===== src/rtl/fal_pkg.sv =====
`default_nettype none
// ----------------------------------------------------------------------------
// fal_pkg
// shared types and constants for the frame audio level block
// ----------------------------------------------------------------------------
package fal_pkg;

  localparam int CFG_W     = 13;   // frame_length register width
  localparam int LEVEL_W   = 7;    // level_dbov width
  localparam int FRAC_BITS = 24;   // fraction bits of the log2 result
  localparam int MANT_W    = 31;   // log2 mantissa, q1.30
  localparam int K_W       = 26;   // width of the dB scale factor
  localparam int RND_POS   = 48;   // binary point of the scaled level
  localparam int CNT_W     = 5;    // fraction bit counter

  // round(10*log10(2) * 2^24)
  localparam logic [K_W-1:0]     LOG_K         = 26'd50504453;
  localparam logic [CFG_W-1:0]   FRAME_LEN_RST = 13'd960;
  localparam logic [LEVEL_W-1:0] LEVEL_SILENT  = 7'd127;
  localparam logic [LEVEL_W-1:0] LEVEL_FULL    = 7'd0;
  localparam logic [CNT_W-1:0]   FRAC_LAST     = 5'(FRAC_BITS - 1);

  typedef enum logic [3:0] {
    ST_RUN,
    ST_ADD,
    ST_CHK,
    ST_NORM,
    ST_FRAC,
    ST_NEXT,
    ST_DIFF,
    ST_MUL,
    ST_OUT
  } fal_state_t;

  // log2 unit commands
  typedef struct packed {
    logic load;
    logic shift;
    logic iter;
  } fal_lg_cmd_t;

  // controller to datapath
  typedef struct packed {
    logic take;      // sample transfer this cycle
    logic chk;       // latch silence / full-scale flags
    logic ld_len;    // start log2 of the frame length
    logic ld_sum;    // start log2 of the energy sum
    logic shift;     // one normalize step
    logic iter;      // one fraction bit
    logic save_len;  // keep log2 of the frame length
    logic diff;      // form the log difference
    logic mul;       // scale to db
    logic emit;      // load the level register, clear the sum
  } fal_cmd_t;

  // datapath to controller
  typedef struct packed {
    logic last;       // current sample closes the frame
    logic sum_zero;
    logic sum_full;
    logic norm_done;
  } fal_sts_t;

endpackage
`default_nettype wire


===== src/rtl/fal_sample_if.sv =====
`default_nettype none
// ----------------------------------------------------------------------------
// fal_sample_if
// sample channel: valid/ready handshake with one signed sample
// ----------------------------------------------------------------------------
interface fal_sample_if #(
  parameter int SAMPLE_BITS = 16
);
  logic                          valid;
  logic                          ready;
  logic signed [SAMPLE_BITS-1:0] sample;

  modport source (output valid, output sample, input ready);
  modport sink (input valid, input sample, output ready);
endinterface
`default_nettype wire


===== src/rtl/fal_level_if.sv =====
`default_nettype none
// ----------------------------------------------------------------------------
// fal_level_if
// level channel: valid/ready handshake with one frame level
// ----------------------------------------------------------------------------
interface fal_level_if;
  logic                        valid;
  logic                        ready;
  logic [fal_pkg::LEVEL_W-1:0] level_dbov;

  modport source (output valid, output level_dbov, input ready);
  modport sink (input valid, input level_dbov, output ready);
endinterface
`default_nettype wire


===== src/rtl/fal_log2.sv =====
`default_nettype none
// ----------------------------------------------------------------------------
// fal_log2
// iterative log2 in q.24: bit-serial normalize, then one squaring per bit
// ----------------------------------------------------------------------------
module fal_log2 #(
  parameter int NORM_W = 43
) (
  input  logic                                       clk,
  input  fal_pkg::fal_lg_cmd_t                       cmd,
  input  logic [NORM_W-1:0]                          load_val,
  output logic                                       norm_done,
  output logic [$clog2(NORM_W)+fal_pkg::FRAC_BITS-1:0] result
);
  import fal_pkg::*;

  localparam int E_W = $clog2(NORM_W);

  logic [NORM_W-1:0]    x_r;
  logic [E_W-1:0]       e_r;
  logic [MANT_W-1:0]    y_r;
  logic [FRAC_BITS-1:0] frac_r;

  logic [2*MANT_W-1:0]  ysq;
  logic [MANT_W:0]      yn;
  logic                 fbit;
  logic [MANT_W-1:0]    y_nxt;

  always_comb begin
    ysq   = (2*MANT_W)'(y_r) * (2*MANT_W)'(y_r);
    yn    = ysq[2*MANT_W-1:MANT_W-1];
    fbit  = yn[MANT_W];
    y_nxt = fbit ? yn[MANT_W:1] : yn[MANT_W-1:0];
  end

  always_ff @(posedge clk) begin
    if (cmd.load) begin
      x_r <= load_val;
      e_r <= E_W'(NORM_W - 1);
    end else if (cmd.shift) begin
      x_r <= x_r << 1;
      e_r <= e_r - 1'b1;
    end
    // mantissa follows the normalized word until the fraction loop runs
    if (cmd.iter) begin
      y_r    <= y_nxt;
      frac_r <= {frac_r[FRAC_BITS-2:0], fbit};
    end else begin
      y_r <= x_r[NORM_W-1 -: MANT_W];
    end
  end

  assign norm_done = x_r[NORM_W-1];
  assign result    = {e_r, frac_r};

endmodule
`default_nettype wire


===== src/rtl/fal_dpath.sv =====
`default_nettype none
// ----------------------------------------------------------------------------
// fal_dpath
// energy accumulator, frame counter, log difference and db scaling
// ----------------------------------------------------------------------------
module fal_dpath #(
  parameter int MAX_FRAME_LEN = 4096,
  parameter int SAMPLE_BITS   = 16
) (
  input  logic                          clk,
  input  logic                          rst_n,
  input  logic                          cfg_wr_en,
  input  logic [fal_pkg::CFG_W-1:0]     cfg_wr_data,
  input  logic signed [SAMPLE_BITS-1:0] sample,
  input  fal_pkg::fal_cmd_t             cmd,
  output fal_pkg::fal_sts_t             sts,
  output logic [fal_pkg::LEVEL_W-1:0]   level_dbov
);
  import fal_pkg::*;

  localparam int LEN_W    = $clog2(MAX_FRAME_LEN + 1);
  localparam int FS_SHIFT = 2 * (SAMPLE_BITS - 1);
  localparam int SUM_W    = FS_SHIFT + LEN_W;
  localparam int SQ_W     = 2 * SAMPLE_BITS;
  localparam int NORM_W   = (SUM_W > MANT_W) ? SUM_W : MANT_W;
  localparam int LOG_W    = $clog2(NORM_W) + FRAC_BITS;
  localparam int D_W      = $clog2(NORM_W + FS_SHIFT) + FRAC_BITS;
  localparam int V_W      = D_W + K_W;
  localparam int HI_W     = V_W + 1 - RND_POS;

  logic [CFG_W-1:0]       frame_len_r;
  logic [LEN_W-1:0]       eff_len;
  logic [LEN_W-1:0]       idx_r;
  logic [LEN_W:0]         idx_inc;
  logic [SAMPLE_BITS-1:0] mag;
  logic [SQ_W-1:0]        sq_r;
  logic                   sq_vld_r;
  logic [SUM_W-1:0]       acc_r, acc_nxt;
  logic                   zero_r, full_r;

  fal_lg_cmd_t            lg_cmd;
  logic [NORM_W-1:0]      lg_val;
  logic                   lg_norm;
  logic [LOG_W-1:0]       lg_res;
  logic [LOG_W-1:0]       l_len_r;

  logic [D_W-1:0]         num, den, d_r;
  logic [V_W-1:0]         v_r;
  logic [V_W:0]           rnd;
  logic [HI_W-1:0]        hi;
  logic [LEVEL_W-1:0]     lvl_scaled, level_nxt, level_r;

  // frame length clamped to 1..MAX_FRAME_LEN
  always_comb begin
    if (frame_len_r == '0) begin
      eff_len = LEN_W'(1);
    end else if (32'(frame_len_r) > 32'(MAX_FRAME_LEN)) begin
      eff_len = LEN_W'(MAX_FRAME_LEN);
    end else begin
      eff_len = LEN_W'(frame_len_r);
    end
  end

  assign idx_inc = {1'b0, idx_r} + 1'b1;
  assign mag     = sample[SAMPLE_BITS-1] ? (~sample + 1'b1) : sample;

  always_comb begin
    acc_nxt = acc_r;
    if (cfg_wr_en || cmd.emit) begin
      acc_nxt = '0;
    end else if (sq_vld_r) begin
      acc_nxt = acc_r + SUM_W'(sq_r);
    end
  end

  always_ff @(posedge clk) begin
    if (!rst_n) begin
      frame_len_r <= FRAME_LEN_RST;
      idx_r       <= '0;
      sq_vld_r    <= 1'b0;
      acc_r       <= '0;
    end else begin
      acc_r    <= acc_nxt;
      sq_vld_r <= cmd.take && !cfg_wr_en;
      if (cfg_wr_en) begin
        frame_len_r <= cfg_wr_data;
        idx_r       <= '0;
      end else if (cmd.take) begin
        idx_r <= sts.last ? '0 : idx_inc[LEN_W-1:0];
      end
    end
  end

  always_ff @(posedge clk) begin
    if (cmd.take) begin
      sq_r <= SQ_W'(mag) * SQ_W'(mag);
    end
    if (cmd.chk) begin
      zero_r <= sts.sum_zero;
      full_r <= sts.sum_full;
    end
  end

  // shared log2 unit, first for the frame length then for the sum
  assign lg_cmd.load  = cmd.ld_len || cmd.ld_sum;
  assign lg_cmd.shift = cmd.shift;
  assign lg_cmd.iter  = cmd.iter;
  assign lg_val       = cmd.ld_sum ? NORM_W'(acc_r) : NORM_W'(eff_len);

  fal_log2 #(
    .NORM_W (NORM_W)
  ) u_log2 (
    .clk       (clk),
    .cmd       (lg_cmd),
    .load_val  (lg_val),
    .norm_done (lg_norm),
    .result    (lg_res)
  );

  assign num = D_W'(l_len_r) + (D_W'(FS_SHIFT) << FRAC_BITS);
  assign den = D_W'(lg_res);

  always_ff @(posedge clk) begin
    if (cmd.save_len) begin
      l_len_r <= lg_res;
    end
    if (cmd.diff) begin
      d_r <= (num > den) ? (num - den) : '0;
    end
    if (cmd.mul) begin
      v_r <= V_W'(d_r) * V_W'(LOG_K);
    end
    if (cmd.emit) begin
      level_r <= level_nxt;
    end
  end

  // round half up at the binary point, saturate at silence
  always_comb begin
    rnd = (V_W + 1)'(v_r) + ((V_W + 1)'(1) << (RND_POS - 1));
    hi  = rnd[V_W:RND_POS];
    if (hi > HI_W'(LEVEL_SILENT)) begin
      lvl_scaled = LEVEL_SILENT;
    end else begin
      lvl_scaled = LEVEL_W'(hi);
    end
    if (zero_r) begin
      level_nxt = LEVEL_SILENT;
    end else if (full_r) begin
      level_nxt = LEVEL_FULL;
    end else begin
      level_nxt = lvl_scaled;
    end
  end

  assign sts.last      = idx_inc >= {1'b0, eff_len};
  assign sts.sum_zero  = acc_r == '0;
  assign sts.sum_full  = acc_r >= {eff_len, {FS_SHIFT{1'b0}}};
  assign sts.norm_done = lg_norm;
  assign level_dbov    = level_r;

  a_idx_in_frame: assert property (@(posedge clk) disable iff (!rst_n)
    {1'b0, idx_r} < {1'b0, eff_len})
    else $error("sample index reached the frame length");

  a_emit_clears_sum: assert property (@(posedge clk) disable iff (!rst_n)
    cmd.emit |=> acc_r == '0)
    else $error("energy sum not cleared after level load");

  a_diff_not_special: assert property (@(posedge clk) disable iff (!rst_n)
    cmd.diff |-> (!zero_r && !full_r))
    else $error("log path taken for a silent or full-scale frame");

endmodule
`default_nettype wire


===== src/rtl/fal_ctrl.sv =====
`default_nettype none
// ----------------------------------------------------------------------------
// fal_ctrl
// frame sequencer: sample intake, frame-end log steps and output register
// ----------------------------------------------------------------------------
module fal_ctrl (
  input  logic              clk,
  input  logic              rst_n,
  input  logic              in_valid,
  output logic              in_ready,
  output logic              out_valid,
  input  logic              out_ready,
  input  fal_pkg::fal_sts_t sts,
  output fal_pkg::fal_cmd_t cmd
);
  import fal_pkg::*;

  fal_state_t       state_r, state_nxt;
  logic [CNT_W-1:0] cnt_r, cnt_nxt;
  logic             op_sum_r, op_sum_nxt;
  logic             out_valid_r, out_valid_nxt;

  always_ff @(posedge clk) begin
    if (!rst_n) begin
      state_r     <= ST_RUN;
      cnt_r       <= '0;
      op_sum_r    <= 1'b0;
      out_valid_r <= 1'b0;
    end else begin
      state_r     <= state_nxt;
      cnt_r       <= cnt_nxt;
      op_sum_r    <= op_sum_nxt;
      out_valid_r <= out_valid_nxt;
    end
  end

  always_comb begin
    state_nxt  = state_r;
    cnt_nxt    = cnt_r;
    op_sum_nxt = op_sum_r;
    cmd        = '0;
    in_ready   = 1'b0;
    case (state_r)
      ST_RUN: begin
        in_ready = 1'b1;
        cmd.take = in_valid;
        if (in_valid && sts.last) begin
          state_nxt = ST_ADD;
        end
      end
      ST_ADD: begin
        state_nxt = ST_CHK;
      end
      ST_CHK: begin
        cmd.chk = 1'b1;
        if (sts.sum_zero || sts.sum_full) begin
          state_nxt = ST_OUT;
        end else begin
          cmd.ld_len = 1'b1;
          op_sum_nxt = 1'b0;
          state_nxt  = ST_NORM;
        end
      end
      ST_NORM: begin
        cnt_nxt = '0;
        if (sts.norm_done) begin
          state_nxt = ST_FRAC;
        end else begin
          cmd.shift = 1'b1;
        end
      end
      ST_FRAC: begin
        cmd.iter = 1'b1;
        cnt_nxt  = cnt_r + 1'b1;
        if (cnt_r == FRAC_LAST) begin
          state_nxt = op_sum_r ? ST_DIFF : ST_NEXT;
        end
      end
      ST_NEXT: begin
        cmd.save_len = 1'b1;
        cmd.ld_sum   = 1'b1;
        op_sum_nxt   = 1'b1;
        state_nxt    = ST_NORM;
      end
      ST_DIFF: begin
        cmd.diff  = 1'b1;
        state_nxt = ST_MUL;
      end
      ST_MUL: begin
        cmd.mul   = 1'b1;
        state_nxt = ST_OUT;
      end
      ST_OUT: begin
        if (!out_valid_r || out_ready) begin
          cmd.emit  = 1'b1;
          state_nxt = ST_RUN;
        end
      end
      default: begin
        state_nxt = ST_RUN;
      end
    endcase
  end

  always_comb begin
    if (cmd.emit) begin
      out_valid_nxt = 1'b1;
    end else if (out_ready) begin
      out_valid_nxt = 1'b0;
    end else begin
      out_valid_nxt = out_valid_r;
    end
  end

  assign out_valid = out_valid_r;

  a_last_stalls: assert property (@(posedge clk) disable iff (!rst_n)
    (cmd.take && sts.last) |=> !in_ready)
    else $error("intake still open after the last sample of a frame");

  a_frac_bound: assert property (@(posedge clk) disable iff (!rst_n)
    (state_r == ST_FRAC) |-> (cnt_r <= FRAC_LAST))
    else $error("fraction counter ran past the last bit");

  a_emit_valid: assert property (@(posedge clk) disable iff (!rst_n)
    cmd.emit |=> out_valid_r)
    else $error("level loaded but output not valid");

endmodule
`default_nettype wire


===== src/rtl/frame_audio_level_dbov_core.sv =====
`default_nettype none
// frame end: after the transfer of its last sample the last square is added, the sum is
//   checked, log2 of the frame length and of the sum is taken (NORM_W = 43 by default),
//   then the difference and the db scaling; silent and full-scale frames skip the log steps
// throughput: one sample per cycle inside a frame; the frame end holds intake until its
//   level is loaded, and the log2 unit normalizes one bit and finds one fraction bit per cycle, twice
// reset: synchronous active-low rst_n clears the sum, the sample count, the sequencer
//   and the output valid, and sets frame_length to 960
// ----------------------------------------------------------------------------
// frame_audio_level_dbov_core
// per-frame audio level in dbov from signed samples
// ----------------------------------------------------------------------------
module frame_audio_level_dbov_core #(
  parameter int MAX_FRAME_LEN = 4096,
  parameter int SAMPLE_BITS   = 16
) (
  input  logic                      clk,
  input  logic                      rst_n,
  // frame length register: the user must write it only while no frame is pending; the block does not enforce this
  input  logic                      cfg_wr_en,
  input  logic [fal_pkg::CFG_W-1:0] cfg_wr_data,
  // sample channel in, level channel out
  fal_sample_if.sink                in_if,
  fal_level_if.source               out_if
);
  import fal_pkg::*;

  fal_cmd_t cmd;
  fal_sts_t sts;

  // sequencer: opens intake during a frame, then walks the log steps and
  // loads the output register once the previous level has been taken
  fal_ctrl u_ctrl (
    .clk       (clk),
    .rst_n     (rst_n),
    .in_valid  (in_if.valid),
    .in_ready  (in_if.ready),
    .out_valid (out_if.valid),
    .out_ready (out_if.ready),
    .sts       (sts),
    .cmd       (cmd)
  );

  // datapath: square and accumulate per transfer, shared log2 unit,
  // db scaling with rounding and the level register
  fal_dpath #(
    .MAX_FRAME_LEN (MAX_FRAME_LEN),
    .SAMPLE_BITS   (SAMPLE_BITS)
  ) u_dpath (
    .clk         (clk),
    .rst_n       (rst_n),
    .cfg_wr_en   (cfg_wr_en),
    .cfg_wr_data (cfg_wr_data),
    .sample      (in_if.sample),
    .cmd         (cmd),
    .sts         (sts),
    .level_dbov  (out_if.level_dbov)
  );

endmodule
`default_nettype wire

===== src/flat_wrapper.sv =====
// flat-port wrapper written by rule: the top's interface ports become plain ports
module frame_audio_level_dbov_core_flat import fal_pkg::*;
#(
  parameter int MAX_FRAME_LEN = 4096,
  parameter int SAMPLE_BITS   = 16
)
  (clk, rst_n, cfg_wr_en, cfg_wr_data, in_if_valid, in_if_sample, in_if_ready, out_if_valid, out_if_level_dbov, out_if_ready);
  fal_sample_if #(.SAMPLE_BITS(SAMPLE_BITS)) in_if_i ();
  fal_level_if out_if_i ();
  input  logic clk;
  input  logic rst_n;
  input  logic cfg_wr_en;
  input  logic [fal_pkg::CFG_W-1:0] cfg_wr_data;
  input wire logic [$bits(in_if_i.valid)-1:0] in_if_valid;
  input wire logic [$bits(in_if_i.sample)-1:0] in_if_sample;
  output wire logic [$bits(in_if_i.ready)-1:0] in_if_ready;
  output wire logic [$bits(out_if_i.valid)-1:0] out_if_valid;
  output wire logic [$bits(out_if_i.level_dbov)-1:0] out_if_level_dbov;
  input wire logic [$bits(out_if_i.ready)-1:0] out_if_ready;
  assign in_if_i.valid = in_if_valid;
  assign in_if_i.sample = in_if_sample;
  assign in_if_ready = in_if_i.ready;
  assign out_if_valid = out_if_i.valid;
  assign out_if_level_dbov = out_if_i.level_dbov;
  assign out_if_i.ready = out_if_ready;
  frame_audio_level_dbov_core #(.MAX_FRAME_LEN(MAX_FRAME_LEN), .SAMPLE_BITS(SAMPLE_BITS)) u_core (.clk(clk), .rst_n(rst_n), .cfg_wr_en(cfg_wr_en), .cfg_wr_data(cfg_wr_data), .in_if(in_if_i), .out_if(out_if_i));
endmodule

===== config.mk =====
export PLATFORM = sky130hd
export DESIGN_NAME = frame_audio_level_dbov_core_flat
export DESIGN_NICKNAME = d
export VERILOG_FILES = /design/src/rtl/fal_pkg.sv /design/src/rtl/fal_sample_if.sv /design/src/rtl/fal_level_if.sv /design/src/rtl/fal_log2.sv /design/src/rtl/fal_dpath.sv /design/src/rtl/fal_ctrl.sv /design/src/rtl/frame_audio_level_dbov_core.sv /design/src/flat_wrapper.sv
export SDC_FILE = /design/constraint.sdc
export NUM_CORES = 2
export LEC_CHECK = 0
export BUFFER_PORTS_ARGS = -buffer_cell sky130_fd_sc_hd__buf_2
export CAP_MARGIN = 20
export CORE_MARGIN = 2
export CORE_UTILIZATION = 35
export DETAILED_ROUTE_END_ITERATION = 6
export GPL_ROUTABILITY_DRIVEN = 0
export HOLD_SLACK_MARGIN = 0.06
export SETUP_SLACK_MARGIN = 0.5
export SYNTH_ARGS = -nofsm -noshare
export SYNTH_HDL_FRONTEND = slang
export SYNTH_SLANG_ARGS = --single-unit

===== constraint.sdc =====
create_clock -name clk -period 9.93 [get_ports clk]
set_input_delay 1.4895 -clock clk [delete_from_list [all_inputs] [get_ports clk]]
set_output_delay 1.4895 -clock clk [all_outputs]
set_load 0.02 [all_outputs]

### After elaboration in Yosys (flattened, before gate mapping)

Cells that the tools add are included.
Widths: inputs -> output; s select.

* word-level logic and storage cells: 105
* bits in registers: 344

* $lt $le $gt $ge: 5
* add/sub/neg operators: 8
* bitwise logic cells: 2
* multiplexer cells: 35
* multipliers: 3
* reduce and logical (&&, ||, !) cells: 19
* eq/ne operators: 14

Operators with widths (number)
* $mux 43: 3
* $mul 31x31->62: 1
* $mux 31: 2
* $add 57x48->58 const B: 1
* $mul 31x26->57 const B: 1
* $add 43x32->43: 1
* $ge 43x43->1: 1
* $logic_not 43->1: 1
* $mux 13: 3
* $pmux 4 s9: 1
* $mul 16x16->32: 1
* $add 30x29->31 const B: 1
* $gt 31x30->1: 1
* $sub 31x30->31: 1
* $mux 4: 5
* $add 16x1->16 const B: 1
* $eq 4x3->1 const B: 4
* $mux 16: 1
* $not 16->16: 1
* $add 13x1->14 const B: 1
* $ge 14x13->1: 1
* $mux 1: 14
* $mux 7: 2
* $gt 13x13->1 const B: 1
* other kinds (21): 36

### Logic depth before layout (Yosys ltp)

* word-level depth: 9
* gate-level depth with buffers: 35
* depth with buffers taken out: 33

### Hierarchy

From an unflattened synthesis, not the netlist that was laid out.

* cell total of the unflattened synthesis: 6224
* area, all modules: 59161.7 sq um

Modules (own cells, without submodules)
* fal_log2: cells an instance 3211, area each 30877.1 sq um, instances 1
* fal_dpath: cells an instance 2926, area each 27562.7 sq um, instances 1
* fal_ctrl: cells an instance 87, area each 721.9 sq um, instances 1

### Worst setup path after synthesis

OpenSTA, ideal clock, no wires.

* path type: in2reg
* start: in in_if_sample[0]
* end: reg u_core.u_dpath.sq_r[31], data pin
* buffers on the path: 2
* cell stages on the path: 35
* library setup time: 0.260 ns
* arrival: 9.511 ns
* path slack: 0.159 ns
* cell sequence: clkbuf_1 > inv_1 > clkbuf_1 > ha_1 > nand2_1 > or3_1 > o31a_1 > xnor2_1 > clkinv_1 > nand2_1 > inv_1 > fa_1 > inv_1 > fa_1 > inv_1 > fa_1 > inv_1 > fa_1 > inv_1 > fa_1 > inv_1 > fa_1 > inv_1 > ha_1 > a21o_1 > a21o_1 > a211o_1 > a21oi_1 > nor3_1 > o221ai_1 > o21ai_1 > or4_1 > a31o_2 > a21oi_1 > xnor2_1

* longest elaborated chain between the ends: 4

Ends and longest elaborated chain
* start: declaration: RTL line flat_wrapper.sv:15 `input wire logic [$bits(in_if_i.sample)-1:0] in_if_sample;`
* $not 16->16: RTL line fal_dpath.sv:65 `assign mag = sample[SAMPLE_BITS-1] ? (~sample + 1'b1) : sample;`
* $add 16x1->16: RTL line fal_dpath.sv:65
* $mux 16 *: RTL line fal_dpath.sv:65
* $mul 16x16->32 *: RTL line fal_dpath.sv:96 `sq_r <= SQ_W'(mag) * SQ_W'(mag);`
* end signal: assignment: RTL line fal_dpath.sv:96
* end: declaration: RTL line fal_dpath.sv:36 `logic [SQ_W-1:0] sq_r;`

Every way passes the cells marked *; elsewhere a longest branch is shown, timed or not.
A chain may end at the register's enable or synchronous reset.

### Worst setup path after layout

Same ends and word-level chain as after synthesis.

==> metrics.yaml <==
sta:
  tightestPinTransition_ps: 1080
  fin_crit_sh_pct: 91.7
  maxSlewHeadroom_pct: 27.7
  finalSetupViolCount: 0
  fin_setup_tns_ps: 0
  hold_viol_final: 0
  min_period_ps: 9100
  drv_slew: 0
  fmax_mhz: 110
  timing.hold.ws_ps: 446
  rsz0062_at_grt: "no"
  final.setup_skew_ps: 25.4
floorplan:
  fp.dieW_um: 411
  row_count: 149
  dieArea_um2: 169000
  core-area_um2: 165000
  ioPinCount: 43
  initial_core_util_pct: 35.2
  die_h_um: 411
clock_tree:
  htreeDepth: 2
  clock_path_buffers: 3
  tritoncts: "yes"
  ctsResizeCount: 0
  cts_setup_buffers: 0
  cts.sinks: 296
  cts_buffers: 37
  path_clk_slew_ps: 60
  clkLatencyLatePin_ps: 570
  clockRootBuffer: "clkbuf_16"
  cts_hold_buf: 0
global_route:
  grt_remaining_overflow: 0
  grt_pass1_wl_um: 232000
  grt_pass1_vias: 43703
  grt_usage_pct: 17.1
  grt_max_degree: 70
  antenna_found_initial: 4
worst_setup_path:
  worstPathArrival_ps: 9410
  start_kind: "input port"
  cp_max_fo: 5
  worst_path_largest_cell_delay_ps: 550
  crit_type: "in2reg"
  rr_worst_depth: 27
  cp_slowest_cell: "fa_1"
  r2r_setup_slack_ps: 870
  cp_data_required_time_ps: 10240
  endpoint_kind: "flop"
route:
  antenna_left: 0
  vias_per_cell: 4.83
  wire_per_inst_um: 16.9
  wl_um: 141000
  drt_iter0_markers: 2312
  drt-pass1-iter-count: 5
  drc: 0
  num_vias: 40216
min_path:
  hp-class: "reg2reg"
  hold_depth: 0
synthesis:
  ys_seq_elements: 296
  synth_warnings: 0
  async_flop_share_pct: 0
  yosysTopAreaCellShare_pct: 37.2
  synth_area_um2: 58000
  netlist_top_cells_area: "fa_1, ha_1, inv_1, edfxtp_1, dfxtp_1"
  synth_common_cells: "inv_1, fa_1, ha_1, nand2_1, nor2_1"
  synthFlopType: "edfxtp_1"
  synth_edf_count: 178
  yosysTopAreaCell: "fa_1"
  syn_area_per_cell_um2: 9.55
  synth_cells: 6077
  synth_cell_types: 86
  ys_seq_area_share_pct: 13.3
  yosysMostFrequentCell: "inv_1"
cells_and_area:
  postLayoutCoreUtil_pct: 37.9
  ff_latch_area_um2: 7710
  fin_nets: 7966
  layout-drive-gt1-share_pct: 4.42
  fill_cells: 16642
  final_cell_count_no_fill: 8324
  area_delta_synth_final_pct: 7.65
  multi_input_area_um2: 44100
power_and_ir_drop:
  peakVddDrop_mv: 0.526
  seqPwrFrac_pct: 18.5
  p_sw_mw: 4.04
  power.share.combinational_pct: 66.5
  clock_power_share_pct: 15.0
  p_int_mw: 5.23
  p_leak_nw: 32.1
  power.density_nw_per_um2: 148
  switching_share_pct: 43.6
run:
  maxCapViolCount: 0
placed_design:
  dp.cells: 8254
  hpwl_um: 118000
  port_buffers: 42
outcome:
  outcome: "finished, final reports clean"
final cells by class:
type / instances / area share (%)
Sequential cell: 296 / 12.3
Inverter: 1492 / 8.97
Antenna cell: 1 / 0.00401
Multi-Input combinational cell: 4127 / 70.6
Timing Repair Buffer: 151 / 1.67
Tap cell: 2189 / 4.39
Clock inverter: 17 / 0.349
Clock buffer: 51 / 1.68
power groups by stage:
stage	clock network [mW]	registers (mW)	logic, mW
after global routing	1.47	1.72	7.04
after CTS	1.42	1.72	6.18
final	1.39	1.72	6.16
after detailed placement	0	1.74	6.14
after global placement	0	1.74	6.06
after floorplan	0	1.72	4.77
flip-flops by register name, indices dropped and copies added, names as in the netlist, 4 cells and up:
name and count:
u_core.u_ctrl.cnt_r 5, u_core.u_dpath.u_log2.e_r 6, u_core.u_ctrl.state_r 4, u_core.u_dpath.u_log2.x_r 43, u_core.u_dpath.u_log2.frac_r 24, u_core.u_dpath.idx_r 13
u_core.u_dpath.l_len_r 30, u_core.u_dpath.d_r 31, u_core.u_dpath.level_dbov 7, u_core.u_dpath.acc_r 43, u_core.u_dpath.u_log2.y_r 31, u_core.u_dpath.v_r 10
u_core.u_dpath.frame_len_r 13, u_core.u_dpath.sq_r 31
path summary, 6_finish.rpt:
check / end / startpoint
hold / removal: u_core.u_dpath.l_len_r[23] / u_core.u_dpath.u_log2.frac_r[23]
setup reg to reg: u_core.u_dpath.u_log2.y_r[16] / u_core.u_dpath.u_log2.y_r[7]
hold reg to reg: u_core.u_dpath.l_len_r[23] / u_core.u_dpath.u_log2.frac_r[23]
setup / recovery: u_core.u_dpath.sq_r[31] / in_if_sample[0]
metrics by stage:
step | setup slack (ps) | power [mW] | area, um2
finish | 827 | 9.27 | 62400
global route | 512 | 10.2 | 62400
CTS | 794 | 9.32 | 62400
detailed placement | 186 | 7.88 | 61200
global placement | 223 | 7.81 | 61200
floorplan | 535 | 6.48 | 58100
placed cells by master, fill, tap and decap left out, drive strengths merged, types with 46 or more instances in the layout:
cell / netlist / final
edfxtp: 178 / 178
inv: 1483 / 1487
fa: 1078 / 1078
buf: 24 / 151
a21o: 110 / 110
nand2: 536 / 536
o21ai: 139 / 139
nand3: 66 / 66
xnor2: 114 / 114
and2: 212 / 212
a21oi: 175 / 175
dfxtp: 118 / 118
mux2i: 46 / 46
xor2: 82 / 82
nor2: 291 / 291
clkbuf: 148 / 51
ha: 749 / 749
nor3: 61 / 61
layer usage:
metal	track usage, %	up-vias	part of all wire [%]
met2	29.3	793	48
met3	1.57	194	4.2
met5	0	-	0
met4	4.07	0	2.8
li1	-	18972	-
met1	23.2	20257	45
critical path: cells and delay by family:
family                     cells  cell delay, ps
buffers and inverters          7             590
adders and majority gates      8            3550
xor gates and xnor gates       2             340
AOI/OAI and AO/OA             10            2050
and+or+nand+nor                5            1400
kinds of logic after synthesis:
kind of cell	count (synthesis)	synth area share, %
compound gates	655	7.42
xor+xnor	196	2.96
fa+ha+maj	1827	53.4
buf+inv	1664	10.8
flops	296	13.3
mux	55	0.968
other cells	2	0.0129
simple gates	1382	11.2
Power figures use the tool's default switching activity.
